===== config.mk =====
export PLATFORM = sky130hd
export DESIGN_NAME = ritc_queue
export DESIGN_NICKNAME = d
export VERILOG_FILES = /design/src/sv/ritc_pkg.sv /design/src/sv/ritc_queue.sv
export SDC_FILE = /design/constraint.sdc
export NUM_CORES = 1
export LEC_CHECK = 0
export BUFFER_PORTS_ARGS = -buffer_cell sky130_fd_sc_hd__buf_2
export CORE_MARGIN = 2
export CORE_UTILIZATION = 46
export DETAILED_ROUTE_END_ITERATION = 10
export GPL_TIMING_DRIVEN = 0
export PLACE_DENSITY = 0.74
export SLEW_MARGIN = 20
export SYNTH_ARGS = -nofsm -noshare
export SYNTH_HDL_FRONTEND = slang
export SYNTH_SLANG_ARGS = --single-unit
export TNS_END_PERCENT = 1

===== constraint.sdc =====
create_clock -name clk -period 1.4 [get_ports clk]
set_input_delay 0.14 -clock clk [delete_from_list [all_inputs] [get_ports clk]]
set_output_delay 0.14 -clock clk [all_outputs]
set_load 0.03 [all_outputs]

===== src/sv/ritc_pkg.sv =====
// Shared types and constants for the read id tile counter.
`timescale 1ns / 1ps
package ritc_pkg;

  localparam logic [7:0] DELIM_CHAR = 8'h3A;
  localparam logic [7:0] DIGIT_LO   = 8'h30;
  localparam logic [7:0] DIGIT_HI   = 8'h39;

  localparam int TILE_W   = 16;
  localparam int SLOT_W   = 9;
  localparam int COUNT_W  = 32;
  localparam int COLON_W  = 4;
  localparam int OUT_W    = 64;

  localparam logic       ACT_ENTER  = 1'b0;
  localparam logic       ACT_LOOKUP = 1'b1;

  localparam logic       REG_COLON   = 1'b0;
  localparam logic       REG_ENABLED = 1'b1;

  localparam logic [COLON_W-1:0] COLON_RESET = 4'd4;

  typedef struct packed {
    logic              action;
    logic              enabled;
    logic [TILE_W-1:0] tile;
  } item_t;

  typedef enum logic [2:0] {
    ST_IDLE,
    ST_READ,
    ST_CMP,
    ST_MISS,
    ST_DONE
  } back_state_t;

endpackage


===== src/sv/ritc_queue.sv =====
// Two-entry queue of parsed tile items between front and back end.
`timescale 1ns / 1ps
module ritc_queue
  import ritc_pkg::*;
(
  input  logic  clk,
  input  logic  rst_n,
  input  logic  push,
  input  item_t push_item,
  output logic  full,
  input  logic  pop,
  output logic  q_valid,
  output item_t q_item
);

  item_t       slot_r [2];
  logic        wptr_r, rptr_r;
  logic [1:0]  cnt_r;

  assign full    = (cnt_r == 2'd2);
  assign q_valid = (cnt_r != 2'd0);
  assign q_item  = slot_r[rptr_r];

  always_ff @(posedge clk) begin
    if (push) begin
      slot_r[wptr_r] <= push_item;
    end
  end

  always_ff @(posedge clk) begin
    if (!rst_n) begin
      wptr_r <= 1'b0;
      rptr_r <= 1'b0;
      cnt_r  <= 2'd0;
    end else begin
      if (push) begin
        wptr_r <= !wptr_r;
      end
      if (pop) begin
        rptr_r <= !rptr_r;
      end
      cnt_r <= cnt_r + {1'b0, push} - {1'b0, pop};
    end
  end

endmodule


==> flow_metrics.tcl, run 1 <==
set metrics [dict create \
    worst_hold_path_ep "wptr_r" \
    syn2layout_area_growth_pct 41.1 \
    cts_inserted_buffers 5 \
    rr_endpoint "cnt_r[1]" \
    fraction_of_the_mapped_netlist_area_in_compound_gates 0.00475 \
    detailed_place_hpwl_mm 1.60 \
    fp.dieH_um 62.6 \
    worst_ir_drop_vdd_mv 0.961 \
    grt_max_degree 20 \
    numClockSinks 41 \
    cts_tree "built" \
    cp_slowest_stage_delay_ns 0.35 \
    finalSetupViolCount 18 \
    synthSimpleGateAreaFrac 0.0356 \
    cts_setup_buffers 0 \
    hp-class "in2reg" \
    synth_area_um2 1580 \
    clock_tree.htree_level_count 2 \
    place.port_buffers 41 \
    maximum_capacitance_violations 0 \
    final_period_minus_worst_setup_slack_ns 1.55 \
    die_width_um 62.6 \
    synth-xor-area-share 0.0198 \
    via_per_inst 4.59 \
    grt_first_pass_wirelength_mm 4.08 \
    ordered_list_of_cells_on_the_worst_path "buf_8, buf_12, mux2_4, buf_6" \
    route.antenna.remaining_nets 0 \
    worst_setup_hold_path_clk_slew_ns 0.11 \
    critical_path.n_buffers_inverters 3 \
    worst_skew_pair.late_latency_ns 0.33 \
    placed_cells 164 \
    synth.area.mux_share 0.152 \
    yosys_warnings 0 \
    routed_wirelength_mm 2.52 \
    vias_in_the_first_global_route 961 \
    finalPower_w 0.00276 \
    dr.first_iter.drc_count 7 \
    ff2ff_path_depth 6 \
    cpMaxStageDelayCell "dfxtp_2" \
    timing.hold.worst.start "rst_n" \
    worstHoldPathCells 2 \
    num_antenna_cells 0 \
    synth-seq-area-share 0.747 \
    clock_tree.buffer_depth 2 \
    worstSetupPathType "reg2out" \
    largest_family_of_logic_cells_by_synthesized_area "multiplexers" \
    worst_ep_required_time_ns 1.26 \
    worst_slack_ns -0.153 \
    netlist-cell-type-count 14 \
    finalHoldViolCount 0 \
    groute.usage.overall 0.141 \
    floorplan.io_pins 42 \
    detailedRoute.firstPassIterationCount 2 \
    p_per_area_nw_per_um2 1240 \
    synthCells 77 \
    clockRootBuffer "clkbuf_4" \
    regToRegSetupSlack_ns 0.15 \
    timing_worst_slew_pin_value_ns 0.550 \
    critical_path.endpoint_type "output pin" \
    cp.arrival_ns 1.41 \
    via_count 873 \
    rows 21 \
    synth_seq_cells 41 \
    timing.max_slew.rel_slack 0.632 \
    finalNetCount 167 \
    die-area_um2 3920 \
    drv_slew 0 \
    critical_path_fanout_max 10 \
    remaining_drc_errors 0 \
    dominant_delay_contributor_by_cell_family_on_the_critical_path "buffers and inverters" \
    start_util 0.477 \
    grt_overflow 0 \
    syn_avg_cell_area_um2 20.5 \
    maxClockFrequency_mhz 644 \
    core_um2 3310 \
    violations "negative setup slack" \
    power_leakage_nw 0.890 \
    final.period_utilization 1.11 \
    grt_antenna_before_repair 0 \
    synth_fa_ha_area_frac 0.0158 \
    place.gp.congestion 0.644 \
    reg2reg_from "cnt_r[0]" \
    final_layout_size_suffix_gt1_frac 0.507 \
    fin_cells 190 \
    timing.critical_path.from_type "flip-flop" \
    status "finished with violations" \
    unrepaired_setup_endpoints_after_global_routing "true" \
    route.detailed.wl_per_inst_um 13.2 \
    fin_worst_skew_ns 0.00465 \
    synthesis.nets 101 \
]
## per-stage QoR
step	instance area [um2]	hold WS [ns]	util	worst slack (ns)	TNS, ns
global placement	1850	0.327	0.557	-0.0436	-0.819
CTS	2230	0.0338	0.673	-0.182	-2.29
floorplan	1580	0.239	-	0.0978	0
finish	2230	0.0556	0.673	-0.153	-1.81
detailed placement	1850	0.331	0.557	-0.104	-2.77
global route	2230	0.0426	0.673	-0.218	-2.91
## cell usage after synthesis
master	n	area (um2)
edfxtp_1	36	1080
mux2_4	10	150
buf_6	1	11.3
xor2_1	1	8.76
or2_2	1	6.26
and2_1	4	25.0
dfxtp_1	5	100
buf_12	1	20.0
o21a_1	1	7.51
mux2_2	8	90.1
ha_1	2	25.0
xnor3_1	1	22.5
inv_1	2	7.51
nor2b_1	4	25.0
## flip-flops by register name, indices dropped and copies added (netlist names), named ones only
register and cells:
rptr_r 1, cnt_r 2, wptr_r 1, slot_r 36
## how the worst max path moves through the flow
stage | startpoint | end | cells past startpoint
2_1_floorplan | cnt_r[0] | cnt_r[1] | 6
3_3_place_gp | wptr_r | slot_r[0][7] | 1
3_5_place_dp | wptr_r | slot_r[0][11] | 1
4_1_cts | flip-flop | q_item[7] | 4
5_1_grt | flip-flop | q_item[9] | 4
6_report | flip-flop | q_item[10] | 4
## cell usage in the layout, fill, tap and decap left out, drive strengths merged, types with 2 or more instances in the layout
cell and n:
clkbuf 5, dlygate4sd3 18, edfxtp 36, inv 2, mux2 18, nor2b 4, and2 4, dfxtp 5
ha 2, buf 43
## where the power goes
| group | switching [W] | internal [W] |
|---|---|---|
| logic | 0.000289 | 0.000306 |
| registers | 0.0000277 | 0.00141 |
| clock network | 0.000360 | 0.000370 |
| total | 0.000676 | 0.00209 |
## timing repair
| action | CTS | global route |
|---|---|---|
| pin swaps | 1 | 0 |
| endpoints found under the setup margin | 56 | 18 |
| hold buffers | 18 | 0 |
| gates resized for setup | 41 | 0 |
| endpoints found under the hold margin | 36 | 0 |
## final cells by class
| cell class | instances | area [um2] |
|---|---|---|
| Clock buffer | 5 | 37.5 |
| Clock inverter | 3 | 41.3 |
| Timing Repair Buffer | 59 | 498 |
| Fill cell | 248 | 1080 |
| Tap cell | 46 | 57.6 |
| Inverter | 2 | 7.51 |
| Sequential cell | 41 | 1180 |
| Multi-Input combinational cell | 32 | 369 |
| Buffer | 2 | 35.0 |
## per-layer routing
metal | share of wire | global-route usage | vias to the layer above
met3 | 0.054 | 0.0559 | 4
met2 | 0.54 | 0.258 | 31
li1 | - | - | 420
met1 | 0.39 | 0.138 | 418
met5 | 0 | 0 | -
met4 | 0.014 | 0.0667 | 0
## cells by family after synthesis
| group | count (synthesis) |
|---|---|
| XOR/XNOR | 2 |
| flip-flops | 41 |
| AO/OA/AOI/OAI | 1 |
| multiplexers | 18 |
| AND/OR/NAND/NOR | 9 |
| adder cells (fa/ha/maj) | 2 |
| buffers and inverters | 4 |
(Power assumes the default switching activity.)
==> inputs of run 2 (changes only) <==
CELL_PAD_IN_SITES_DETAIL_PLACEMENT = 1   (was not set)
CELL_PAD_IN_SITES_GLOBAL_PLACEMENT = 1   (was not set)
CORE_MARGIN = 1.5   (was 2)
CORE_UTILIZATION = 38   (was 46)
PLACE_DENSITY = not set   (was 0.74)
PLACE_DENSITY_LB_ADDON = 0.1   (was not set)
==> run 2 against run 1 <==
Against the previous run: the run still ends with negative setup slack left; clock skew shrank 0.0011 ns; critical path depth is the same; die area grew 16%; setup slack gained 0.071 ns; register-to-register slack gained 0.05 ns; critical endpoint is now q_item[8]; largest cell class unchanged; largest power group unchanged.
==> flow_metrics.tcl, run 2 (same netlist as run 1, synthesis figures left out) <==
set metrics [dict create \
    clock_tree.htree_level_count 2 \
    fp.dieH_um 67.5 \
    worst_slack_ns -0.0819 \
    maxClockFrequency_mhz 675 \
    drv_slew 0 \
    hp-class "in2reg" \
    regToRegSetupSlack_ns 0.20 \
    final_layout_size_suffix_gt1_frac 0.585 \
    grt_overflow 0 \
    place_area_um2 1850 \
    finalSetupViolCount 17 \
    floorplan.io_pins 42 \
    placed_cells 168 \
    worstHoldPathCells 1 \
    rows 23 \
    largest_register "slot_r" \
    grt_max_degree 20 \
    unrepaired_setup_endpoints_after_global_routing "true" \
    worst_ep_required_time_ns 1.26 \
    finalNetCount 153 \
    grt_antenna_before_repair 0 \
    worstSetupPathType "reg2out" \
    mostFrequentLayoutCell "edfxtp_1" \
    final.period_utilization 1.06 \
    worst_hold_path_ep "slot_r[1][3]" \
    vias_in_the_first_global_route 857 \
    clock_tree.buffer_depth 2 \
    status "finished with violations" \
    num_antenna_cells 0 \
    worst_setup_hold_path_clk_slew_ns 0.07 \
    cts_inserted_buffers 5 \
    cp_slowest_stage_delay_ns 0.33 \
    core_um2 4000 \
    fin_worst_skew_ns 0.00352 \
    reg2reg_from "wptr_r" \
    layout_common_cells "edfxtp_1, buf_2, buf_6" \
    via_count 833 \
    die-area_um2 4550 \
    cp.arrival_ns 1.34 \
    violations "negative setup slack" \
    detailed_place_hpwl_mm 1.74 \
    rr_endpoint "slot_r[0][13]" \
    worst_ir_drop_vdd_mv 0.603 \
    finalHoldViolCount 0 \
    critical_path.endpoint_type "output pin" \
    timing_worst_slew_pin_value_ns 0.596 \
    routed_wirelength_mm 2.66 \
    place.gp.congestion 0.587 \
    route.detailed.wl_per_inst_um 14.8 \
    power_leakage_nw 0.885 \
    timing.max_slew.rel_slack 0.602 \
    via_per_inst 4.63 \
    clockRootBuffer "clkbuf_8" \
    detailedRoute.firstPassIterationCount 4 \
    finalPower_w 0.00295 \
    ff2ff_path_depth 1 \
    fin_cells 180 \
    largest_register_ff_count 36 \
    syn2layout_area_growth_pct 37.2 \
    cts_tree "built" \
    final_period_minus_worst_setup_slack_ns 1.48 \
    die_width_um 67.5 \
    worst_skew_pair.late_latency_ns 0.28 \
    numClockSinks 41 \
    critical_path_fanout_max 6 \
    grt_first_pass_wirelength_mm 3.79 \
    remaining_drc_errors 0 \
    cpMaxStageDelayCell "dfxtp_2" \
    reg.largest.list "slot_r x36, cnt_r x2" \
    timing.critical_path.from_type "flip-flop" \
    maximum_capacitance_violations 0 \
    design_area_um2 2170 \
    start_util 0.395 \
    place.port_buffers 41 \
    ordered_list_of_cells_on_the_worst_path "buf_8, clkbuf_16, mux2_4, buf_6" \
    p_per_area_nw_per_um2 1360 \
    route.antenna.remaining_nets 0 \
    groute.usage.overall 0.119 \
    timing.hold.worst.start "push_item[3]" \
    dr.first_iter.drc_count 26 \
]
run 2: cell types whose count changed in the layout (fill, tap and decap cells not counted), sizes merged:
cell	before	now
dlygate4sd3	18	0
clkbuf	5	7
buf	43	46
clkinvlp	1	0
run 2: worst max path at each step:
stage | from | endpoint | slack (ns) | cells after the start
2_1_floorplan | cnt_r[0] | cnt_r[1] | 0.1 | 6
3_3_place_gp | wptr_r | slot_r[0][7] | -0.12 | 1
3_5_place_dp | wptr_r | slot_r[0][7] | -0.17 | 1
4_1_cts | flip-flop | q_item[16] | -0.14 | 4
5_1_grt | flip-flop | q_item[14] | -0.12 | 4
6_report | flip-flop | q_item[8] | -0.08 | 4
run 2: through the flow:
| stage | utilization | setup TNS (ns) | hold WS, ns | setup slack [ns] |
|---|---|---|---|---|
| final | 0.542 | -1.02 | 0.0404 | -0.0819 |
| after CTS | 0.520 | -1.15 | 0.0299 | -0.137 |
| after detailed placement | 0.463 | -4.27 | 0.332 | -0.169 |
| after global routing | 0.542 | -1.62 | 0.0235 | -0.117 |
| after floorplan | - | 0 | 0.239 | 0.0978 |
| after global placement | 0.463 | -3.49 | 0.327 | -0.121 |
run 2: final cells by class:
class	count	area (um2)
multi-input combinational	32	395
fill	374	1830
buffer	2	35.0
clock inverter	2	33.8
sequential	41	1180
clock buffer	6	72.6
timing repair buffer	45	378
inverter	2	7.51
tap	50	62.6
run 2: power breakdown:
| group | leakage (nW) | total (W) | internal (W) | switching (W) |
|---|---|---|---|---|
| logic | 0.452 | 0.000608 | 0.000315 | 0.000293 |
| registers | 0.380 | 0.00144 | 0.00141 | 0.0000287 |
| clock network | 0.0528 | 0.000904 | 0.000526 | 0.000378 |
run 2: metal layers:
| metal | track usage | vias to the layer above | wire length, um |
|---|---|---|---|
| met2 | 0.221 | 27 | 1530 |
| met4 | 0.0536 | 0 | 29 |
| met3 | 0.0483 | 4 | 138 |
| met5 | 0 | - | 0 |
| li1 | - | 394 | - |
| met1 | 0.114 | 408 | 965 |
run 2: critical path: cells and delay by family (launching register included):
family | cells | cell delay [ns]
DFF | 1 | 0.33
muxes | 1 | 0.30
buffers and inverters | 3 | 0.42
run 2: timing repair:
action | in CTS | in global routing
gates resized for setup | 40 | 8
endpoints found under the setup margin | 56 | 19
pin swaps | 0 | 1
hold buffers | 0 | 0
setup buffers | 0 | 3
cloned | 0 | 1
==> inputs of run 3 (changes only) <==
--- a/constraint.sdc
+++ b/constraint.sdc
@@ -3,2 +3,2 @@
 set_output_delay 0.14 -clock clk [all_outputs]
-set_load 0.03 [all_outputs]
+set_load 0.05 [all_outputs]
==> run 3 against run 2 <==
Against the previous run: the run still ends with negative setup slack left; total power grew 3.2%; final area shrank 0.81%; critical path depth is the same; critical path type unchanged; highest routed layer unchanged; core utilization shrank 0.44 points; global-route usage shrank 0.18 points.
==> flow_metrics.tcl, run 3 (same netlist as run 1, synthesis figures left out) <==
set metrics [dict create \
    rows 23 \
    clock_tree.buffer_depth 2 \
    cts_inserted_buffers 5 \
    reg2reg_from "wptr_r" \
    grt_max_degree 20 \
    worst_hold_path_ep "slot_r[1][3]" \
    dr.first_iter.drc_count 16 \
    p_seq_frac 0.473 \
    timing.hold.worst.start "push_item[3]" \
    place.gp.congestion 0.587 \
    reg.largest.list "slot_r x36, cnt_r x2" \
    final_core_util 0.538 \
    final_layout_size_suffix_gt1_frac 0.575 \
    vias_in_the_first_global_route 839 \
    worst_setup_hold_path_clk_slew_ns 0.07 \
    unrepaired_setup_endpoints_after_global_routing "true" \
    rr_endpoint "slot_r[0][11]" \
    routed_wirelength_mm 2.58 \
    die-area_um2 4550 \
    timing.critical_path.from_type "flip-flop" \
    finalSetupViolCount 17 \
    holdWs_ns 0.0407 \
    critical_path.endpoint_type "output pin" \
    status "finished with violations" \
    grt_overflow 0 \
    fin_worst_skew_ns 0.00231 \
    switching_share 0.262 \
    fin_cells 177 \
    worst_skew_pair.late_latency_ns 0.28 \
    fp.dieH_um 67.5 \
    critical_path.n_buffers_inverters 3 \
    hp-class "in2reg" \
    cts_tree "built" \
    finalHoldViolCount 0 \
    clkPwrFrac 0.294 \
    route.antenna.remaining_nets 0 \
    die_width_um 67.5 \
    place.port_buffers 41 \
    cpMaxStageDelayCell "dfxtp_2" \
    clock_tree.htree_level_count 2 \
    timing.max_slew.rel_slack 0.600 \
    regToRegSetupSlack_ns 0.20 \
    cp_slowest_stage_delay_ns 0.32 \
    violations "negative setup slack" \
    remaining_drc_errors 0 \
    route.detailed.wl_per_inst_um 14.6 \
    placed_cells 168 \
    numClockSinks 41 \
    power_leakage_nw 0.872 \
    groute.usage.overall 0.117 \
    via_count 814 \
    grt_antenna_before_repair 0 \
    largest_register_ff_count 36 \
    num_antenna_cells 0 \
    cp.arrival_ns 1.33 \
    p_sw_w 0.000798 \
    timing_worst_slew_pin_value_ns 0.599 \
    detailed_place_hpwl_mm 1.74 \
    largest_register "slot_r" \
    worst_ep_required_time_ns 1.26 \
    start_util 0.395 \
    ff2ff_path_depth 1 \
    dominant_delay_contributor_by_cell_family_on_the_critical_path "buffers and inverters" \
    floorplan.io_pins 42 \
    critical_path_fanout_max 10 \
    maxClockFrequency_mhz 681 \
    final.period_utilization 1.05 \
    finalNetCount 150 \
    worstSetupPathType "reg2out" \
    via_per_inst 4.60 \
    syn2layout_area_growth_pct 36.1 \
    crit_path_frequent_cell "buf_6" \
    grt_first_pass_wirelength_mm 3.73 \
    ordered_list_of_cells_on_the_worst_path "buf_6, buf_12, mux2_4, buf_6" \
    layout_common_cells "edfxtp_1, buf_2, mux2_4" \
    final_period_minus_worst_setup_slack_ns 1.47 \
    detailedRoute.firstPassIterationCount 2 \
    clockRootBuffer "clkbuf_8" \
    maximum_capacitance_violations 0 \
    p_per_area_nw_per_um2 1420 \
    worstHoldPathCells 1 \
    core_um2 4000 \
    post_cts_hold_buffer_count 0 \
    mostFrequentLayoutCell "edfxtp_1" \
    worst_slack_ns -0.0692 \
    cellInternalPower_w 0.00225 \
    drv_slew 0 \
    finalPower_w 0.00305 \
    comb_power_share 0.233 \
    worst_ir_drop_vdd_mv 0.649 \
]
run 3: worst max path at each step:
stage                     cells after the start      start           end
after floorplan                               6   cnt_r[0]      cnt_r[1]
after global placement                        1     wptr_r  slot_r[0][7]
after detailed placement                      1     wptr_r  slot_r[0][7]
after CTS                                     4  flip-flop    q_item[16]
after global routing                          4  flip-flop    q_item[13]
final                                         4  flip-flop    q_item[13]
run 3: layout make-up:
class	instances	area [um2]
well taps	50	62.6
inverters	2	7.51
clock buffers	6	72.6
multi-input cells	32	395
flip-flops and latches	41	1180
plain buffers	2	31.3
repair buffers	42	364
clock inverters	2	33.8
fillers	371	1850
run 3: through the flow:
stage	cell area (um2)	setup slack, ns	setup TNS (ns)
global route	2150	-0.101	-1.56
finish	2150	-0.0692	-1.05
global placement	1850	-0.121	-3.49
CTS	2080	-0.145	-1.59
floorplan	1580	0.0978	0
detailed placement	1850	-0.169	-4.27
run 3: power by group through the flow:
stage                     clock [W]  sequential [W]  combinational [W]
after floorplan                   0         0.00146           0.000467
after global placement            0         0.00146           0.000581
after detailed placement          0         0.00147           0.000593
after CTS                  0.000931         0.00144           0.000672
after global routing       0.000977         0.00145           0.000750
final                      0.000896         0.00144           0.000711
run 3: per-layer routing:
metal,track usage,part of all wire,up-vias
met3,0.0483,0.048,6
li1,-,-,386
met2,0.217,0.57,25
met4,0.0536,0.018,0
met1,0.112,0.36,397
met5,0,0,-
run 3: repair_timing:
action,4_1_cts,5_1_grt
setup endpoints to repair,56,19
cloned,0,0
buffers inserted,0,1
gates resized for setup,39,15
pin swaps,0,1
