### src/sv/ritc_pkg.sv
// Shared types and constants for the read id tile counter.
`timescale 1ns / 1ps
package ritc_pkg;

  localparam logic [7:0] DELIM_CHAR = 8'h3A;
  localparam logic [7:0] DIGIT_LO   = 8'h30;
  localparam logic [7:0] DIGIT_HI   = 8'h39;

  localparam int TILE_W   = 16;
  localparam int SLOT_W   = 9;
  localparam int COUNT_W  = 32;
  localparam int COLON_W  = 4;
  localparam int OUT_W    = 64;

  localparam logic       ACT_ENTER  = 1'b0;
  localparam logic       ACT_LOOKUP = 1'b1;

  localparam logic       REG_COLON   = 1'b0;
  localparam logic       REG_ENABLED = 1'b1;

  localparam logic [COLON_W-1:0] COLON_RESET = 4'd4;

  typedef struct packed {
    logic              action;
    logic              enabled;
    logic [TILE_W-1:0] tile;
  } item_t;

  typedef enum logic [2:0] {
    ST_IDLE,
    ST_READ,
    ST_CMP,
    ST_MISS,
    ST_DONE
  } back_state_t;

endpackage

### src/sv/ritc_front.sv
// Front end: parses read id characters and emits one tile item per read.
`timescale 1ns / 1ps
module ritc_front
  import ritc_pkg::*;
(
  input  logic               clk,
  input  logic               rst_n,
  input  logic [COLON_W-1:0] colon_cfg,
  input  logic               enabled_cfg,
  input  logic               in_valid,
  output logic               in_ready,
  input  logic               in_action,
  input  logic [7:0]         in_char,
  input  logic               in_last,
  output logic               push,
  output item_t              push_item,
  input  logic               q_full
);

  logic [COLON_W-1:0] colon_r, colon_nxt;
  logic               active_r, active_nxt;
  logic               closed_r, closed_nxt;
  logic               bad_r, bad_nxt;
  logic [TILE_W-1:0]  value_r, value_nxt;
  logic               accept;
  logic               is_colon;
  logic               is_digit;
  logic               take;
  logic [19:0]        prod;

  assign in_ready = !q_full;
  assign accept   = in_valid && in_ready;
  assign push     = accept && in_last;
  assign is_colon = (in_char == DELIM_CHAR);
  assign is_digit = in_char inside {[DIGIT_LO:DIGIT_HI]};
  assign prod     = {4'd0, value_r} * 20'd10 + {12'd0, in_char - DIGIT_LO};

  always_comb begin
    colon_nxt  = colon_r;
    active_nxt = active_r;
    closed_nxt = closed_r;
    bad_nxt    = bad_r;
    value_nxt  = value_r;
    take       = 1'b0;
    if (!closed_r) begin
      if (active_r) begin
        if (is_colon) begin
          closed_nxt = 1'b1;
        end else begin
          take = 1'b1;
        end
      end else if (colon_r == colon_cfg) begin
        active_nxt = 1'b1;
        take       = 1'b1;
      end else if (is_colon && colon_r < colon_cfg) begin
        colon_nxt = colon_r + COLON_W'(1);
      end
    end
    if (take) begin
      if (!is_digit) begin
        bad_nxt = 1'b1;
      end else if (!bad_r) begin
        if (prod > 20'd65535) begin
          bad_nxt = 1'b1;
        end else begin
          value_nxt = prod[TILE_W-1:0];
        end
      end
    end
    push_item.action  = in_action;
    push_item.enabled = enabled_cfg;
    push_item.tile    = (enabled_cfg && closed_nxt && !bad_nxt) ? value_nxt : '0;
  end

  always_ff @(posedge clk) begin
    if (!rst_n) begin
      colon_r  <= '0;
      active_r <= 1'b0;
      closed_r <= 1'b0;
      bad_r    <= 1'b0;
      value_r  <= '0;
    end else if (accept) begin
      if (in_last) begin
        colon_r  <= '0;
        active_r <= 1'b0;
        closed_r <= 1'b0;
        bad_r    <= 1'b0;
        value_r  <= '0;
      end else begin
        colon_r  <= colon_nxt;
        active_r <= active_nxt;
        closed_r <= closed_nxt;
        bad_r    <= bad_nxt;
        value_r  <= value_nxt;
      end
    end
  end

endmodule

### config.mk
export PLATFORM = sky130hd
export DESIGN_NAME = ritc_front
export DESIGN_NICKNAME = d
export VERILOG_FILES = /design/src/sv/ritc_pkg.sv /design/src/sv/ritc_front.sv
export SDC_FILE = /design/constraint.sdc
export NUM_CORES = 1
export LEC_CHECK = 0
export BUFFER_PORTS_ARGS = -buffer_cell sky130_fd_sc_hd__buf_2
export CORE_UTILIZATION = 63
export CTS_CLUSTER_DIAMETER = 100
export CTS_CLUSTER_SIZE = 16
export DETAILED_ROUTE_END_ITERATION = 10
export GPL_TIMING_DRIVEN = 0
export PLACE_DENSITY = 0.87
export SYNTH_ARGS = -nofsm -noshare
export SYNTH_HDL_FRONTEND = slang
export SYNTH_SLANG_ARGS = --single-unit
### constraint.sdc
create_clock -name clk -period 8.8 [get_ports clk]
set_input_delay 1.32 -clock clk [delete_from_list [all_inputs] [get_ports clk]]
set_output_delay 1.32 -clock clk [all_outputs]
set_load 0.02 [all_outputs]
==> impl_results.html, run 1 <==
<table>
<tr><th>Metric</th><th>Value</th></tr>
<tr><th colspan="2">Clock network</th></tr>
<tr><td>CTS tree</td><td>yes</td></tr>
<tr><td>Count of instances resized after the clock tree is built</td><td>0</td></tr>
<tr><td>Root buffer selected by CTS</td><td>clkbuf_8</td></tr>
<tr><td>Maximum count of clock buffers along a single path</td><td>2</td></tr>
<tr><td>Clock transition at path regs</td><td>90 ps</td></tr>
<tr><td>Count of H-tree levels built during CTS</td><td>1</td></tr>
<tr><td>CTS Buf Count</td><td>3</td></tr>
<tr><td>Number of clock sinks seen by CTS</td><td>23</td></tr>
<tr><td>Buffer count from post-CTS setup fixing</td><td>0</td></tr>
<tr><td>Cts hold-fix bufs</td><td>0</td></tr>
<tr><td>Clock network latency to the later pin of the worst-skew pair</td><td>270 ps</td></tr>
<tr><th colspan="2">Layout</th></tr>
<tr><td>Nets@finish</td><td>419</td></tr>
<tr><td>FILL cells</td><td>333</td></tr>
<tr><td>Number of inserted diodes</td><td>0</td></tr>
<tr><td>Share of layout cells above drive strength 1</td><td>0.205</td></tr>
<tr><td>Final standard cell count with taps included and fillers excluded</td><td>406</td></tr>
<tr><td>Synth-to-Final Area Change</td><td>11.0%</td></tr>
<tr><th colspan="2">GRT</th></tr>
<tr><td>Total global-route track usage</td><td>0.286</td></tr>
<tr><td>Via count of the first global-routing pass</td><td>2167</td></tr>
<tr><td>Global-route wire length before repair</td><td>9820 µm</td></tr>
<tr><td>Total congestion overflow</td><td>0</td></tr>
<tr><td>Maximum number of pins on one net before global-route repair</td><td>14</td></tr>
<tr><td>Antenna violations before repair</td><td>0</td></tr>
<tr><th colspan="2">Setup path</th></tr>
<tr><td>Capturing element type of the critical path</td><td>output pin</td></tr>
<tr><td>Critical path required time</td><td>7480 ps</td></tr>
<tr><td>Critical Path Max Stage Delay</td><td>690 ps</td></tr>
<tr><td>Largest driver fanout on the critical path</td><td>10</td></tr>
<tr><td>CP Data Arrival Time</td><td>3860 ps</td></tr>
<tr><td>Worst Setup Start Kind</td><td>primary input</td></tr>
<tr><td>Worst path most repeated cell</td><td>buf_2</td></tr>
<tr><td>Number of buffers and inverters on the critical path</td><td>3</td></tr>
<tr><td>Reg-to-reg startpoint</td><td>value_r[1]</td></tr>
<tr><td>Cell family contributing the most delay on the critical path</td><td>simple AND/OR/NAND/NOR gates</td></tr>
<tr><td>Master of the slowest instance on the critical path</td><td>nor3b_1</td></tr>
<tr><td>Worst R2R Setup Slack</td><td>4960 ps</td></tr>
<tr><td>Number of cells on the worst reg-to-reg path</td><td>13</td></tr>
<tr><td>List of cells traversed by the critical path</td><td>buf_2 &gt; ha_1 &gt; or3b_2 &gt; nor2_1 &gt; a21oi_1 &gt; nor3b_1 &gt; clkbuf_1 &gt; and2_1 &gt; buf_2</td></tr>
<tr><td>Critical path start-end classification</td><td>in -&gt; out</td></tr>
<tr><td>Critical register-to-register path endpoint</td><td>value_r[13]</td></tr>
<tr><th colspan="2">Worst hold path</th></tr>
<tr><td>Endpoint with the worst hold slack</td><td>value_r[13]</td></tr>
<tr><td>WHS Path Cells</td><td>2</td></tr>
<tr><td>Origin of the worst min-delay path</td><td>value_r[13]</td></tr>
<tr><td>Classification of the worst-slack hold path</td><td>reg -&gt; reg</td></tr>
<tr><th colspan="2">Logic synthesis</th></tr>
<tr><td>Count of different cell masters after synthesis</td><td>52</td></tr>
<tr><td>Synthesis warning total</td><td>0</td></tr>
<tr><td>Sequential-to-total area share from yosys stat</td><td>0.172</td></tr>
<tr><td>Number of storage elements in the synthesis netlist</td><td>23</td></tr>
<tr><td>Most frequently used flop master after synthesis</td><td>dfxtp_1</td></tr>
<tr><td>Share of synthesized registers carrying an async set or reset</td><td>0</td></tr>
<tr><td>Synthesized area divided by synthesized cell count</td><td>8.50 µm²</td></tr>
<tr><td>Number of flops mapped to enable cells by yosys</td><td>0</td></tr>
<tr><td>Cell area after synthesis</td><td>2680 µm²</td></tr>
<tr><td>Total nets after synthesis</td><td>377</td></tr>
<tr><td>Post-synthesis instance total</td><td>315</td></tr>
<tr><th colspan="2">Routing</th></tr>
<tr><td>Post-DRT Antenna Nets</td><td>0</td></tr>
<tr><td>Average wire per cell in the routed design</td><td>14.9 µm</td></tr>
<tr><td>Remaining design rule violation count</td><td>0</td></tr>
<tr><td>First-pass DRT Iterations</td><td>4</td></tr>
<tr><td>Total via count in the routed design</td><td>2483</td></tr>
<tr><td>Average via count per standard cell</td><td>6.12</td></tr>
<tr><td>Routed wire length</td><td>6060 µm</td></tr>
<tr><td>Number of DRC violations after detailed-routing iteration 0</td><td>94</td></tr>
<tr><th colspan="2">Die</th></tr>
<tr><td>Height of the die</td><td>67.2 µm</td></tr>
<tr><td>Number of rows in the core area</td><td>23</td></tr>
<tr><td>Standard cell core area</td><td>4030 µm²</td></tr>
<tr><td>Die Footprint</td><td>4510 µm²</td></tr>
<tr><td>Top-level I/O count</td><td>39</td></tr>
<tr><td>Die X-Extent</td><td>67.2 µm</td></tr>
<tr><td>Initial standard-cell utilization of the core</td><td>0.664</td></tr>
<tr><th colspan="2">Timing</th></tr>
<tr><td>Setup repair after global routing missed its margin</td><td>no</td></tr>
<tr><td>Final Max Slew Viols</td><td>0</td></tr>
<tr><td>Maximum frequency from static timing analysis</td><td>193 MHz</td></tr>
<tr><td>Endpoints failing setup</td><td>0</td></tr>
<tr><td>Slew HR</td><td>0.446</td></tr>
<tr><td>Total negative slack for setup checks</td><td>0 ps</td></tr>
<tr><td>Shortest period the worst path allows</td><td>5180 ps</td></tr>
<tr><td>Tcrit/Tclk final</td><td>0.589</td></tr>
<tr><td>Setup Skew</td><td>2.04 ps</td></tr>
<tr><td>Transition time at the pin with the least slew margin</td><td>829 ps</td></tr>
<tr><td>Final Hold Viols</td><td>0</td></tr>
<tr><td>Min Hold Slack</td><td>504 ps</td></tr>
<tr><th colspan="2">Placed design</th></tr>
<tr><td>Count of input and output buffers</td><td>37</td></tr>
<tr><td># placed instances</td><td>402</td></tr>
<tr><td>Detailed Place HPWL</td><td>4770 µm</td></tr>
<tr><td>Final weighted congestion in routability-driven placement</td><td>0.898</td></tr>
<tr><th colspan="2">Pwr</th></tr>
<tr><td>Standby leakage power</td><td>1.51 nW</td></tr>
<tr><td>Peak VDD IR</td><td>81.2 µV</td></tr>
<tr><td>PwrDens</td><td>67.3 nW/µm²</td></tr>
<tr><th colspan="2">Outcome</th></tr>
<tr><td>Run status</td><td>completed</td></tr>
<tr><th colspan="2">Job</th></tr>
<tr><td># Max-Cap Violations</td><td>0</td></tr>
</table>
## metal layers
| metal | global-route usage | routed length (µm) | up-vias |
|---|---|---|---|
| met5 | 0 | 0 | - |
| met4 | 0.0691 | 80 | 0 |
| met3 | 0.0389 | 205 | 8 |
| met2 | 0.498 | 2920 | 55 |
| met1 | 0.371 | 2860 | 1174 |
| li1 | - | - | 1246 |
## worst max-delay path by stage
| stage | startpoint | end | slack, ps | cells past startpoint |
|---|---|---|---|---|
| floorplan | in_char[4] | push_item[10] | 4450 | 7 |
| global placement | in_char[4] | push_item[5] | 3680 | 9 |
| detailed placement | in_char[4] | push_item[10] | 3620 | 9 |
| CTS | in_char[4] | push_item[10] | 3620 | 9 |
| global route | in_char[4] | push_item[12] | 3390 | 9 |
| finish | in_char[4] | push_item[10] | 3620 | 9 |
## worst min-delay path: stages (launching register included)
cell	delay (ps)
dfxtp_1	350
nand2_1	80
o21ai_2	40
## state kept, by name (all words and copies together) (netlist names)
signal,count
bad_r,1
active_r,1
value_r,16
closed_r,1
colon_r,4
## final cells by class
| cell class | count | area, µm² | area share |
|---|---|---|---|
| clock inverters | 1 | 5.00 | 0.00168 |
| well taps | 50 | 62.6 | 0.0211 |
| clock buffers | 3 | 41.3 | 0.0139 |
| multi-input cells | 267 | 2090 | 0.705 |
| plain buffers | 13 | 76.3 | 0.0257 |
| flip-flops and latches | 23 | 460 | 0.155 |
| repair buffers | 37 | 185 | 0.0623 |
| inverters | 12 | 45.0 | 0.0152 |
## synthesized netlist by cell type (3+ instances only)
| master | count | area share |
|---|---|---|
| nor3_1 | 5 | 0.0093 |
| nand2_1 | 26 | 0.036 |
| nor2_1 | 17 | 0.024 |
| o211ai_1 | 21 | 0.059 |
| nor2b_1 | 4 | 0.0093 |
| clkbuf_1 | 5 | 0.0070 |
| o21a_1 | 3 | 0.0084 |
| o21ai_0 | 13 | 0.024 |
| a31oi_1 | 4 | 0.0093 |
| a21oi_1 | 15 | 0.028 |
| o21ai_2 | 11 | 0.036 |
| buf_2 | 4 | 0.0075 |
| xor2_1 | 12 | 0.039 |
| a211oi_1 | 3 | 0.0084 |
| xnor2_1 | 17 | 0.056 |
| and2_1 | 19 | 0.044 |
| a21o_1 | 10 | 0.028 |
| o2111ai_1 | 3 | 0.0098 |
| dfxtp_1 | 23 | 0.17 |
| nand2b_1 | 4 | 0.0093 |
| nand3_1 | 4 | 0.0075 |
| ha_1 | 41 | 0.19 |
| inv_1 | 12 | 0.017 |
## where the power goes
group	internal, mW	switching (mW)	total, mW	leakage [nW]
logic	0.0105	0.0138	0.0243	1.30
registers	0.104	0.000126	0.104	0.185
clock network	0.0317	0.0395	0.0712	0.0255
## per-stage QoR
stage	utilization	total power [mW]	instance area (µm²)	setup WS [ps]
4_1_cts	0.737	0.199	2970	3620
2_1_floorplan	-	0.121	2680	4450
3_5_place_dp	0.726	0.131	2920	3620
3_3_place_gp	0.726	0.130	2920	3680
5_1_grt	0.737	0.206	2970	3390
6_report	0.737	0.200	2970	3620
## placed cells by master (no fill, tap or decap), drive strengths merged, types with 3 or more instances in the layout
master / instances
a211oi: 4
a21oi: 16
o211ai: 21
o21a: 3
dfxtp: 23
o2111ai: 3
nor2b: 4
nand2b: 4
o21ai: 24
and2: 19
clkbuf: 8
xor2: 12
nor2: 17
nor3: 5
ha: 41
xnor2: 17
inv: 12
a21o: 10
nand2: 26
a31oi: 4
nand3: 4
buf: 45
## cell families after synthesis
group / synth area share
compound gates: 0.268
xor+xnor: 0.0949
fa+ha+maj: 0.207
buf+inv: 0.0453
flops: 0.172
mux: 0.00421
simple gates: 0.208
No activity file was read; power rests on OpenSTA's default activity.
==> run 2: changes to the inputs <==
Settings changed: ABC_AREA set to 1, CORE_UTILIZATION 63 to 60, PLACE_DENSITY 0.87 to 0.82.
Clock period 8.8 ns to 5.3 ns, I/O delays scaled along.
==> impl_results.html, run 2 <==
<table>
<tr><th>Metric</th><th>Value</th></tr>
<tr><th colspan="2">Logic synthesis</th></tr>
<tr><td>Number of storage elements in the synthesis netlist</td><td>23 (unchanged)</td></tr>
<tr><td>Cell area after synthesis</td><td>3300 µm² (was 2680 µm²)</td></tr>
<tr><td>Commonest cells in the synthesized netlist</td><td>nand2_1, inv_1, ha_1, nand3_1, a21oi_1 (was ha_1, nand2_1, dfxtp_1, o211ai_1, and2_1)</td></tr>
<tr><td>Synthesis warning total</td><td>0 (unchanged)</td></tr>
<tr><td>Area leader, netlist</td><td>nand2_1 (was ha_1)</td></tr>
<tr><td>Share of the synthesized area in the top cell type</td><td>0.185 (was 0.192)</td></tr>
<tr><td>Most frequently used flop master after synthesis</td><td>dfxtp_1 (unchanged)</td></tr>
<tr><td>Share of synthesized registers carrying an async set or reset</td><td>0 (unchanged)</td></tr>
<tr><td>Most repeated cell in the gate-level netlist after synthesis</td><td>nand2_1 (was ha_1)</td></tr>
<tr><td>Dominant cells by area after synthesis</td><td>nand2_1, ha_1, dfxtp_1, inv_1, nand3_1 (was ha_1, dfxtp_1, o211ai_1, xnor2_1, and2_1)</td></tr>
<tr><td>Count of different cell masters after synthesis</td><td>37 (was 52)</td></tr>
<tr><td>Number of flops mapped to enable cells by yosys</td><td>0 (unchanged)</td></tr>
<tr><td>Total nets after synthesis</td><td>602 (was 377)</td></tr>
<tr><td>Post-synthesis instance total</td><td>540 (was 315)</td></tr>
<tr><td>Sequential-to-total area share from yosys stat</td><td>0.140 (was 0.172)</td></tr>
<tr><td>Synthesized area divided by synthesized cell count</td><td>6.11 µm² (was 8.50 µm²)</td></tr>
<tr><th colspan="2">Setup path</th></tr>
<tr><td>Critical path depth</td><td>23 (was 9)</td></tr>
<tr><td>List of cells traversed by the critical path</td><td>ha_1 &gt; ha_1 &gt; fa_2 &gt; xor2_1 &gt; ha_1 &gt; nand2_1 &gt; nor2_1 &gt; nand2_1 &gt; nand3_1 &gt; nand2_1 &gt; a21boi_4 &gt; nand2_2 &gt; nor2_4 &gt; nand2_1 &gt; nand2_1 &gt; nand3_2 &gt; nor2_4 &gt; buf_4 &gt; buf_2 &gt; nand4_1 &gt; nand2_1 &gt; nor2_2 &gt; buf_2 (was buf_2 &gt; ha_1 &gt; or3b_2 &gt; nor2_1 &gt; a21oi_1 &gt; nor3b_1 &gt; clkbuf_1 &gt; and2_1 &gt; buf_2)</td></tr>
<tr><td>Critical path startpoint</td><td>value_r[3] (was in_char[4])</td></tr>
<tr><td>Worst R2R Setup Slack</td><td>1290 ps (was 4960 ps)</td></tr>
<tr><td>Critical register-to-register path endpoint</td><td>value_r[10] (was value_r[13])</td></tr>
<tr><td>Cell family contributing the most delay on the critical path</td><td>simple AND/OR/NAND/NOR gates (unchanged)</td></tr>
<tr><td>Worst path most repeated cell</td><td>nand2_1 (was buf_2)</td></tr>
<tr><td>Number of buffers and inverters on the critical path</td><td>3 (unchanged)</td></tr>
<tr><td>Master of the slowest instance on the critical path</td><td>dfxtp_1 (was nor3b_1)</td></tr>
<tr><td>Largest driver fanout on the critical path</td><td>10 (unchanged)</td></tr>
<tr><td>Worst Setup Start Kind</td><td>flop (was primary input)</td></tr>
<tr><td>Reg-to-reg startpoint</td><td>value_r[3] (was value_r[1])</td></tr>
<tr><td>Critical path required time</td><td>4510 ps (was 7480 ps)</td></tr>
<tr><td>CP Data Arrival Time</td><td>4260 ps (was 3860 ps)</td></tr>
<tr><td>Number of cells on the worst reg-to-reg path</td><td>22 (was 13)</td></tr>
<tr><td>Critical Path Max Stage Delay</td><td>430 ps (was 690 ps)</td></tr>
<tr><td>CP Capture Point</td><td>push_item[10] (unchanged)</td></tr>
<tr><td>Capturing element type of the critical path</td><td>output pin (unchanged)</td></tr>
<tr><td>Critical path start-end classification</td><td>reg -&gt; out (was in -&gt; out)</td></tr>
<tr><th colspan="2">GRT</th></tr>
<tr><td>Total global-route track usage</td><td>0.293 (was 0.286)</td></tr>
<tr><td>Global-route wire length before repair</td><td>13900 µm (was 9820 µm)</td></tr>
<tr><td>Total congestion overflow</td><td>0 (unchanged)</td></tr>
<tr><td>Via count of the first global-routing pass</td><td>3200 (was 2167)</td></tr>
<tr><td>Maximum number of pins on one net before global-route repair</td><td>13 (was 14)</td></tr>
<tr><td>Antenna violations before repair</td><td>0 (unchanged)</td></tr>
<tr><th colspan="2">Timing</th></tr>
<tr><td>Endpoints failing setup</td><td>0 (unchanged)</td></tr>
<tr><td>Setup Skew</td><td>5.04 ps (was 2.04 ps)</td></tr>
<tr><td>Tcrit/Tclk final</td><td>0.955</td></tr>
<tr><td>Transition time at the pin with the least slew margin</td><td>664 ps (was 829 ps)</td></tr>
<tr><td>Min Hold Slack</td><td>506 ps (was 504 ps)</td></tr>
<tr><td>Maximum frequency from static timing analysis</td><td>198 MHz</td></tr>
<tr><td>Shortest period the worst path allows</td><td>5060 ps</td></tr>
<tr><td>Total negative slack for setup checks</td><td>0 ps (unchanged)</td></tr>
<tr><td>Post-layout worst setup margin</td><td>240 ps (was 3620 ps)</td></tr>
<tr><td>Slew HR</td><td>0.553 (was 0.446)</td></tr>
<tr><td>Final Hold Viols</td><td>0 (unchanged)</td></tr>
<tr><td>Setup repair after global routing missed its margin</td><td>no (unchanged)</td></tr>
<tr><td>Final Max Slew Viols</td><td>0 (unchanged)</td></tr>
<tr><th colspan="2">Die</th></tr>
<tr><td>Number of rows in the core area</td><td>26 (was 23)</td></tr>
<tr><td>Standard cell core area</td><td>5200 µm² (was 4030 µm²)</td></tr>
<tr><td>Initial standard-cell utilization of the core</td><td>0.634 (was 0.664)</td></tr>
<tr><td>Die Footprint</td><td>5800 µm² (was 4510 µm²)</td></tr>
<tr><td>Die X-Extent</td><td>76.2 µm (was 67.2 µm)</td></tr>
<tr><td>Height of the die</td><td>76.2 µm (was 67.2 µm)</td></tr>
<tr><td>Top-level I/O count</td><td>39 (unchanged)</td></tr>
<tr><th colspan="2">Clock network</th></tr>
<tr><td>Cts hold-fix bufs</td><td>0 (unchanged)</td></tr>
<tr><td>Maximum count of clock buffers along a single path</td><td>2 (unchanged)</td></tr>
<tr><td>Count of H-tree levels built during CTS</td><td>1 (unchanged)</td></tr>
<tr><td>Clock transition at path regs</td><td>80 ps (was 90 ps)</td></tr>
<tr><td>CTS tree</td><td>yes (unchanged)</td></tr>
<tr><td>Number of clock sinks seen by CTS</td><td>23 (unchanged)</td></tr>
<tr><td>Root buffer selected by CTS</td><td>clkbuf_8 (unchanged)</td></tr>
<tr><td>CTS Buf Count</td><td>3 (unchanged)</td></tr>
<tr><td>Clock network latency to the later pin of the worst-skew pair</td><td>270 ps (about the same)</td></tr>
<tr><th colspan="2">Layout</th></tr>
<tr><td>Share of layout cells above drive strength 1</td><td>0.177 (was 0.205)</td></tr>
<tr><td>Final standard cell area without fillers</td><td>3660 µm² (was 2970 µm²)</td></tr>
<tr><td>Synth-to-Final Area Change</td><td>10.9% (was 11.0%)</td></tr>
<tr><td>Most common cell after layout, fill and taps aside</td><td>nand2_1</td></tr>
<tr><td>Final standard cell count with taps included and fillers excluded</td><td>656 (was 406)</td></tr>
<tr><td>Top library cells by usage in the layout, fill and taps aside</td><td>nand2_1, inv_1, nand3_1, ha_1, buf_2 (was buf_2, ha_1, nand2_1, dfxtp_1, o211ai_1)</td></tr>
<tr><td>Number of inserted diodes</td><td>0 (unchanged)</td></tr>
<tr><td>Regs by FF count</td><td>value_r x16, colon_r x4 (unchanged)</td></tr>
<tr><td>Nets@finish</td><td>649 (was 419)</td></tr>
<tr><td>Max FFs per register</td><td>16 (unchanged)</td></tr>
<tr><td>Register with the highest flop count</td><td>value_r (unchanged)</td></tr>
<tr><th colspan="2">Routing</th></tr>
<tr><td>Post-DRT Antenna Nets</td><td>0 (unchanged)</td></tr>
<tr><td>Met2 Routed Length</td><td>3750 µm (was 2920 µm)</td></tr>
<tr><td>Number of DRC violations after detailed-routing iteration 0</td><td>226 (was 94)</td></tr>
<tr><td>Routed length on met1</td><td>3850 µm (was 2860 µm)</td></tr>
<tr><td>First-pass DRT Iterations</td><td>5 (was 4)</td></tr>
<tr><td>Average wire per cell in the routed design</td><td>12.4 µm (was 14.9 µm)</td></tr>
<tr><td>Top routing layer in use</td><td>met4 (unchanged)</td></tr>
<tr><td>Total via count in the routed design</td><td>3488 (was 2483)</td></tr>
<tr><td>Routed length on met3</td><td>277 µm (was 205 µm)</td></tr>
<tr><td>Remaining design rule violation count</td><td>0 (unchanged)</td></tr>
<tr><td>Routed wire length</td><td>8130 µm (was 6060 µm)</td></tr>
<tr><td>Average via count per standard cell</td><td>5.32 (was 6.12)</td></tr>
<tr><th colspan="2">Outcome</th></tr>
<tr><td>Run status</td><td>completed (unchanged)</td></tr>
<tr><th colspan="2">Placed design</th></tr>
<tr><td>Pre-CTS worst setup slack</td><td>409 ps (was 3620 ps)</td></tr>
<tr><td>Placed inst area</td><td>3570 µm² (was 2920 µm²)</td></tr>
<tr><td>Detailed Place HPWL</td><td>6670 µm (was 4770 µm)</td></tr>
<tr><td>Count of input and output buffers</td><td>37 (unchanged)</td></tr>
<tr><td># placed instances</td><td>647 (was 402)</td></tr>
<tr><td>Final weighted congestion in routability-driven placement</td><td>0.918 (was 0.898)</td></tr>
<tr><th colspan="2">Pwr</th></tr>
<tr><td>Proportion of power drawn by combinational gates</td><td>0.146 (was 0.122)</td></tr>
<tr><td>Cell internal pwr</td><td>0.245 mW (was 0.146 mW)</td></tr>
<tr><td>Clk network pwr share</td><td>0.336 (was 0.357)</td></tr>
<tr><td>Switching portion of total power</td><td>0.266 (was 0.267)</td></tr>
<tr><td>Power spent charging and discharging nets</td><td>0.0888 mW (was 0.0534 mW)</td></tr>
<tr><td>Share of total power in sequential cells</td><td>0.519 (was 0.522)</td></tr>
<tr><td>PwrDens</td><td>91.1 nW/µm² (was 67.3 nW/µm²)</td></tr>
<tr><td>Peak VDD IR</td><td>105 µV (was 81.2 µV)</td></tr>
<tr><td>Standby leakage power</td><td>1.93 nW (was 1.51 nW)</td></tr>
<tr><th colspan="2">Job</th></tr>
<tr><td># Max-Cap Violations</td><td>0 (unchanged)</td></tr>
<tr><th colspan="2">Worst hold path</th></tr>
<tr><td>Classification of the worst-slack hold path</td><td>reg -&gt; reg (unchanged)</td></tr>
</table>
run 2: how the worst min path moves through the flow:
stage	depth (start not counted)	startpoint	end	slack, ps
global route	2	value_r[1]	value_r[1]	540
floorplan	2	closed_r	closed_r	460
detailed placement	1	colon_r[0]	colon_r[0]	490
global placement	2	active_r	active_r	490
finish	1	colon_r[0]	colon_r[0]	510
CTS	1	colon_r[0]	colon_r[0]	500
run 2: stage by stage:
step,util,power [mW]
after floorplan,-,0.208
after global placement,0.686,0.224
after detailed placement,0.686,0.225
after CTS,0.695,0.332
after global routing,0.703,0.344
final,0.703,0.333
run 2: area by class of cell:
class | count | area (µm²)
Tap cell | 70 | 87.6
Sequential cell | 23 | 462
Fill cell | 486 | 1550
Buffer | 13 | 81.3
Clock buffer | 4 | 45.0
Multi-Input combinational cell | 414 | 2420
Inverter | 90 | 338
Timing Repair Buffer | 42 | 223
run 2: logic make-up (layout without fill, tap and decap cells):
group | count (synthesis) | count (layout) | synth area share
AND/OR/NAND/NOR | 310 | 310 | 0.447
buffers and inverters | 103 | 149 | 0.127
AO/OA/AOI/OAI | 46 | 46 | 0.0793
adder cells (fa/ha/maj) | 43 | 43 | 0.168
flip-flops | 23 | 23 | 0.140
XOR/XNOR | 15 | 15 | 0.0398
run 2: power by group through the flow:
stage	Sequential, mW	Combinational (mW)	Clock, mW
CTS	0.173	0.0482	0.111
global placement	0.177	0.0467	0
global route	0.173	0.0549	0.116
floorplan	0.177	0.0308	0
finish	0.173	0.0486	0.112
detailed placement	0.177	0.0477	0
run 2: what timing repair did:
item                       in CTS  in global routing
resized for setup               0                  2
setup buffers                   0                  5
setup endpoints to repair       0                 15
run 2: metal layers:
layer	vias to the layer above	global-route usage
met5	-	0
met4	0	0.0827
met3	24	0.0431
met2	96	0.512
met1	1547	0.373
li1	1821	-
==> run 3: changes to the inputs <==
Clock period 5.3 ns to 5 ns, I/O delays scaled along.
==> impl_results.html, run 3 (synthesis gave the netlist of run 2 again) <==
<table>
<tr><th>Metric</th><th>Value</th></tr>
<tr><th colspan="2">Timing</th></tr>
<tr><td>Tcrit/Tclk final</td><td>0.970</td></tr>
<tr><td>Setup Skew</td><td>8.43 ps (was 5.04 ps)</td></tr>
<tr><td>Transition time at the pin with the least slew margin</td><td>666 ps (was 664 ps)</td></tr>
<tr><td>Maximum frequency from static timing analysis</td><td>206 MHz</td></tr>
<tr><td>Final Hold Viols</td><td>0 (unchanged)</td></tr>
<tr><td>Slew HR</td><td>0.551 (was 0.553)</td></tr>
<tr><td>Shortest period the worst path allows</td><td>4850 ps</td></tr>
<tr><td>Final Max Slew Viols</td><td>0 (unchanged)</td></tr>
<tr><td>Total negative slack for setup checks</td><td>0 ps (unchanged)</td></tr>
<tr><td>Endpoints failing setup</td><td>0 (unchanged)</td></tr>
<tr><th colspan="2">Placed design</th></tr>
<tr><td>Count of input and output buffers</td><td>37 (unchanged)</td></tr>
<tr><td>Detailed Place HPWL</td><td>6670 µm (unchanged)</td></tr>
<tr><td>Placed inst area</td><td>3570 µm² (unchanged)</td></tr>
<tr><td>Final weighted congestion in routability-driven placement</td><td>0.918 (unchanged)</td></tr>
<tr><th colspan="2">GRT</th></tr>
<tr><td>Total congestion overflow</td><td>0 (unchanged)</td></tr>
<tr><td>Via count of the first global-routing pass</td><td>3194 (was 3200)</td></tr>
<tr><td>Antenna violations before repair</td><td>0 (unchanged)</td></tr>
<tr><td>Total global-route track usage</td><td>0.293 (about the same)</td></tr>
<tr><td>Global-route wire length before repair</td><td>13900 µm (about the same)</td></tr>
<tr><td>Maximum number of pins on one net before global-route repair</td><td>13 (unchanged)</td></tr>
<tr><th colspan="2">Pwr</th></tr>
<tr><td>Peak VDD IR</td><td>110 µV (was 105 µV)</td></tr>
<tr><td>Post-route total power</td><td>0.360 mW (was 0.333 mW)</td></tr>
<tr><td>Clk network pwr share</td><td>0.338 (was 0.336)</td></tr>
<tr><td>Standby leakage power</td><td>2.00 nW (was 1.93 nW)</td></tr>
<tr><td>Switching portion of total power</td><td>0.274 (was 0.266)</td></tr>
<tr><td>Proportion of power drawn by combinational gates</td><td>0.154 (was 0.146)</td></tr>
<tr><td>Cell internal pwr</td><td>0.262 mW (was 0.245 mW)</td></tr>
<tr><td>Share of total power in sequential cells</td><td>0.509 (was 0.519)</td></tr>
<tr><td>Power spent charging and discharging nets</td><td>0.0986 mW (was 0.0888 mW)</td></tr>
<tr><td>PwrDens</td><td>94.4 nW/µm² (was 91.1 nW/µm²)</td></tr>
<tr><th colspan="2">Setup path</th></tr>
<tr><td>Critical path required time</td><td>4250 ps (was 4510 ps)</td></tr>
<tr><td>Worst path most repeated cell</td><td>nand2_1 (unchanged)</td></tr>
<tr><td>Capturing element type of the critical path</td><td>output pin (unchanged)</td></tr>
<tr><td>Number of cells on the worst reg-to-reg path</td><td>22 (unchanged)</td></tr>
<tr><td>Largest driver fanout on the critical path</td><td>5 (was 10)</td></tr>
<tr><td>Master of the slowest instance on the critical path</td><td>dfxtp_2 (was dfxtp_1)</td></tr>
<tr><td>CP Data Arrival Time</td><td>4100 ps (was 4260 ps)</td></tr>
<tr><td>Reg-to-reg startpoint</td><td>value_r[1] (was value_r[3])</td></tr>
<tr><td>List of cells traversed by the critical path</td><td>ha_4 &gt; ha_4 &gt; fa_2 &gt; xor2_1 &gt; ha_1 &gt; nand2_1 &gt; nor2_1 &gt; nand2_1 &gt; nand3_1 &gt; nand2_2 &gt; a21boi_4 &gt; nand2_2 &gt; nor2_4 &gt; nand2_1 &gt; nand2_1 &gt; nand3_2 &gt; nor2_4 &gt; buf_12 &gt; nand3_4 &gt; buf_12 &gt; nand2_2 &gt; nand2_1 &gt; nor2_2 &gt; buf_2 (was ha_1 &gt; ha_1 &gt; fa_2 &gt; xor2_1 &gt; ha_1 &gt; nand2_1 &gt; nor2_1 &gt; nand2_1 &gt; nand3_1 &gt; nand2_1 &gt; a21boi_4 &gt; nand2_2 &gt; nor2_4 &gt; nand2_1 &gt; nand2_1 &gt; nand3_2 &gt; nor2_4 &gt; buf_4 &gt; buf_2 &gt; nand4_1 &gt; nand2_1 &gt; nor2_2 &gt; buf_2)</td></tr>
<tr><td>Critical path start-end classification</td><td>reg -&gt; out (unchanged)</td></tr>
<tr><td>Worst Setup Start Kind</td><td>flop (unchanged)</td></tr>
<tr><td>Critical register-to-register path endpoint</td><td>value_r[11] (was value_r[10])</td></tr>
<tr><td>Critical Path Max Stage Delay</td><td>410 ps (was 430 ps)</td></tr>
<tr><td>Worst R2R Setup Slack</td><td>1200 ps (was 1290 ps)</td></tr>
<tr><th colspan="2">Layout</th></tr>
<tr><td>Core occupancy in the finished layout</td><td>0.733 (was 0.703)</td></tr>
<tr><td>Most common cell after layout, fill and taps aside</td><td>nand2_1 (unchanged)</td></tr>
<tr><td>Share of layout cells above drive strength 1</td><td>0.200 (was 0.177)</td></tr>
<tr><td>Max FFs per register</td><td>16 (unchanged)</td></tr>
<tr><td>Register with the highest flop count</td><td>value_r (unchanged)</td></tr>
<tr><td>Regs by FF count</td><td>value_r x16, colon_r x4 (unchanged)</td></tr>
<tr><td>FILL cells</td><td>452 (was 486)</td></tr>
<tr><td>Multi-input gate area</td><td>2450 µm² (was 2420 µm²)</td></tr>
<tr><td>Synth-to-Final Area Change</td><td>15.6% (was 10.9%)</td></tr>
<tr><td>Number of inserted diodes</td><td>0 (unchanged)</td></tr>
<tr><td>Top library cells by usage in the layout, fill and taps aside</td><td>nand2_1, inv_1, nand3_1, ha_1, buf_2 (unchanged)</td></tr>
<tr><td>Sequential cell area in the final layout</td><td>465 µm² (was 462 µm²)</td></tr>
<tr><td>Nets@finish</td><td>657 (was 649)</td></tr>
<tr><td>Final standard cell area without fillers</td><td>3810 µm² (was 3660 µm²)</td></tr>
<tr><th colspan="2">Routing</th></tr>
<tr><td>Average wire per cell in the routed design</td><td>13.2 µm (was 12.4 µm)</td></tr>
<tr><td>Post-DRT Antenna Nets</td><td>0 (unchanged)</td></tr>
<tr><td>Average via count per standard cell</td><td>5.47 (was 5.32)</td></tr>
<tr><td>Remaining design rule violation count</td><td>0 (unchanged)</td></tr>
<tr><td>Number of DRC violations after detailed-routing iteration 0</td><td>272 (was 226)</td></tr>
<tr><td>First-pass DRT Iterations</td><td>5 (unchanged)</td></tr>
<tr><td>Routed wire length</td><td>8760 µm (was 8130 µm)</td></tr>
<tr><td>Total via count in the routed design</td><td>3629 (was 3488)</td></tr>
<tr><th colspan="2">Clock network</th></tr>
<tr><td>Maximum count of clock buffers along a single path</td><td>2 (unchanged)</td></tr>
<tr><td>Clock network latency to the later pin of the worst-skew pair</td><td>280 ps (was 270 ps)</td></tr>
<tr><td>Root buffer selected by CTS</td><td>clkbuf_8 (unchanged)</td></tr>
<tr><td>Cts hold-fix bufs</td><td>0 (unchanged)</td></tr>
<tr><td>Number of clock sinks seen by CTS</td><td>23 (unchanged)</td></tr>
<tr><td>Count of H-tree levels built during CTS</td><td>1 (unchanged)</td></tr>
<tr><td>CTS tree</td><td>yes (unchanged)</td></tr>
<tr><td>CTS Buf Count</td><td>3 (unchanged)</td></tr>
<tr><td>Clock transition at path regs</td><td>80 ps (about the same)</td></tr>
<tr><th colspan="2">Die</th></tr>
<tr><td>Top-level I/O count</td><td>39 (unchanged)</td></tr>
<tr><td>Height of the die</td><td>76.2 µm (unchanged)</td></tr>
<tr><td>Initial standard-cell utilization of the core</td><td>0.634 (unchanged)</td></tr>
<tr><td>Die Footprint</td><td>5800 µm² (unchanged)</td></tr>
<tr><td>Standard cell core area</td><td>5200 µm² (unchanged)</td></tr>
<tr><td>Number of rows in the core area</td><td>26 (unchanged)</td></tr>
<tr><td>Die X-Extent</td><td>76.2 µm (unchanged)</td></tr>
<tr><th colspan="2">Worst hold path</th></tr>
<tr><td>Origin of the worst min-delay path</td><td>colon_r[0] (unchanged)</td></tr>
<tr><td>WHS Path Cells</td><td>1 (unchanged)</td></tr>
<tr><td>Endpoint with the worst hold slack</td><td>colon_r[0] (unchanged)</td></tr>
<tr><td>Classification of the worst-slack hold path</td><td>reg -&gt; reg (unchanged)</td></tr>
<tr><th colspan="2">Outcome</th></tr>
<tr><td>Run status</td><td>completed (unchanged)</td></tr>
<tr><th colspan="2">Job</th></tr>
<tr><td># Max-Cap Violations</td><td>0 (unchanged)</td></tr>
</table>
-- run 3: stage by stage --
step	setup slack, ps	hold slack (ps)	std cells
after floorplan	643	455	540
after global placement	209	488	647
after detailed placement	154	493	647
after CTS	33.6	503	653
after global routing	-60.9	531	664
final	152	506	664
-- run 3: final cells by class --
type / instances / share of cell area
Multi-Input combinational cell: 414 / 0.643
Sequential cell: 23 / 0.122
Inverter: 90 / 0.0886
Timing Repair Buffer: 50 / 0.0840
Buffer: 13 / 0.0272
Tap cell: 70 / 0.0230
Clock buffer: 4 / 0.0118
-- run 3: how the worst max path moves through the flow --
stage               slack (ps)        from  depth (start not counted)           end
finish                     150  value_r[1]                         24  push_item[5]
global route               -60  value_r[1]                         24  push_item[0]
CTS                         30  value_r[1]                         23  push_item[5]
detailed placement         150  value_r[1]                         23  push_item[5]
global placement           210  value_r[1]                         23  push_item[5]
floorplan                  640  value_r[1]                         22  push_item[3]
-- run 3: power by group through the flow --
stage / Clock, mW / Sequential [mW] / Combinational [mW]
finish: 0.122 / 0.183 / 0.0553
global route: 0.123 / 0.183 / 0.0615
CTS: 0.118 / 0.183 / 0.0511
detailed placement: 0 / 0.188 / 0.0506
global placement: 0 / 0.188 / 0.0495
floorplan: 0 / 0.188 / 0.0326
-- run 3: critical path, delay by kind of cell, from the launching register on --
kind / cells / cell delay [ps]
buffers and inverters: 3 / 490
XOR/XNOR: 1 / 160
flip-flops: 1 / 410
adder cells (fa/ha/maj): 4 / 1140
AND/OR/NAND/NOR: 15 / 1440
AO/OA/AOI/OAI: 1 / 180
-- run 3: routing by layer --
metal / vias to the layer above / track usage / part of all wire
met1: 1599 / 0.374 / 0.44
met5: - / 0 / 0
met4: 0 / 0.0827 / 0.033
met2: 151 / 0.512 / 0.47
met3: 31 / 0.0431 / 0.056
li1: 1848 / - / -
-- run 3: what timing repair did --
action                                  in CTS  in global routing
setup buffers                                2                 10
cloned                                       0                  1
endpoints found under the setup margin      14                 16
resized for setup                            3                 17
pin swaps                                    1                 11
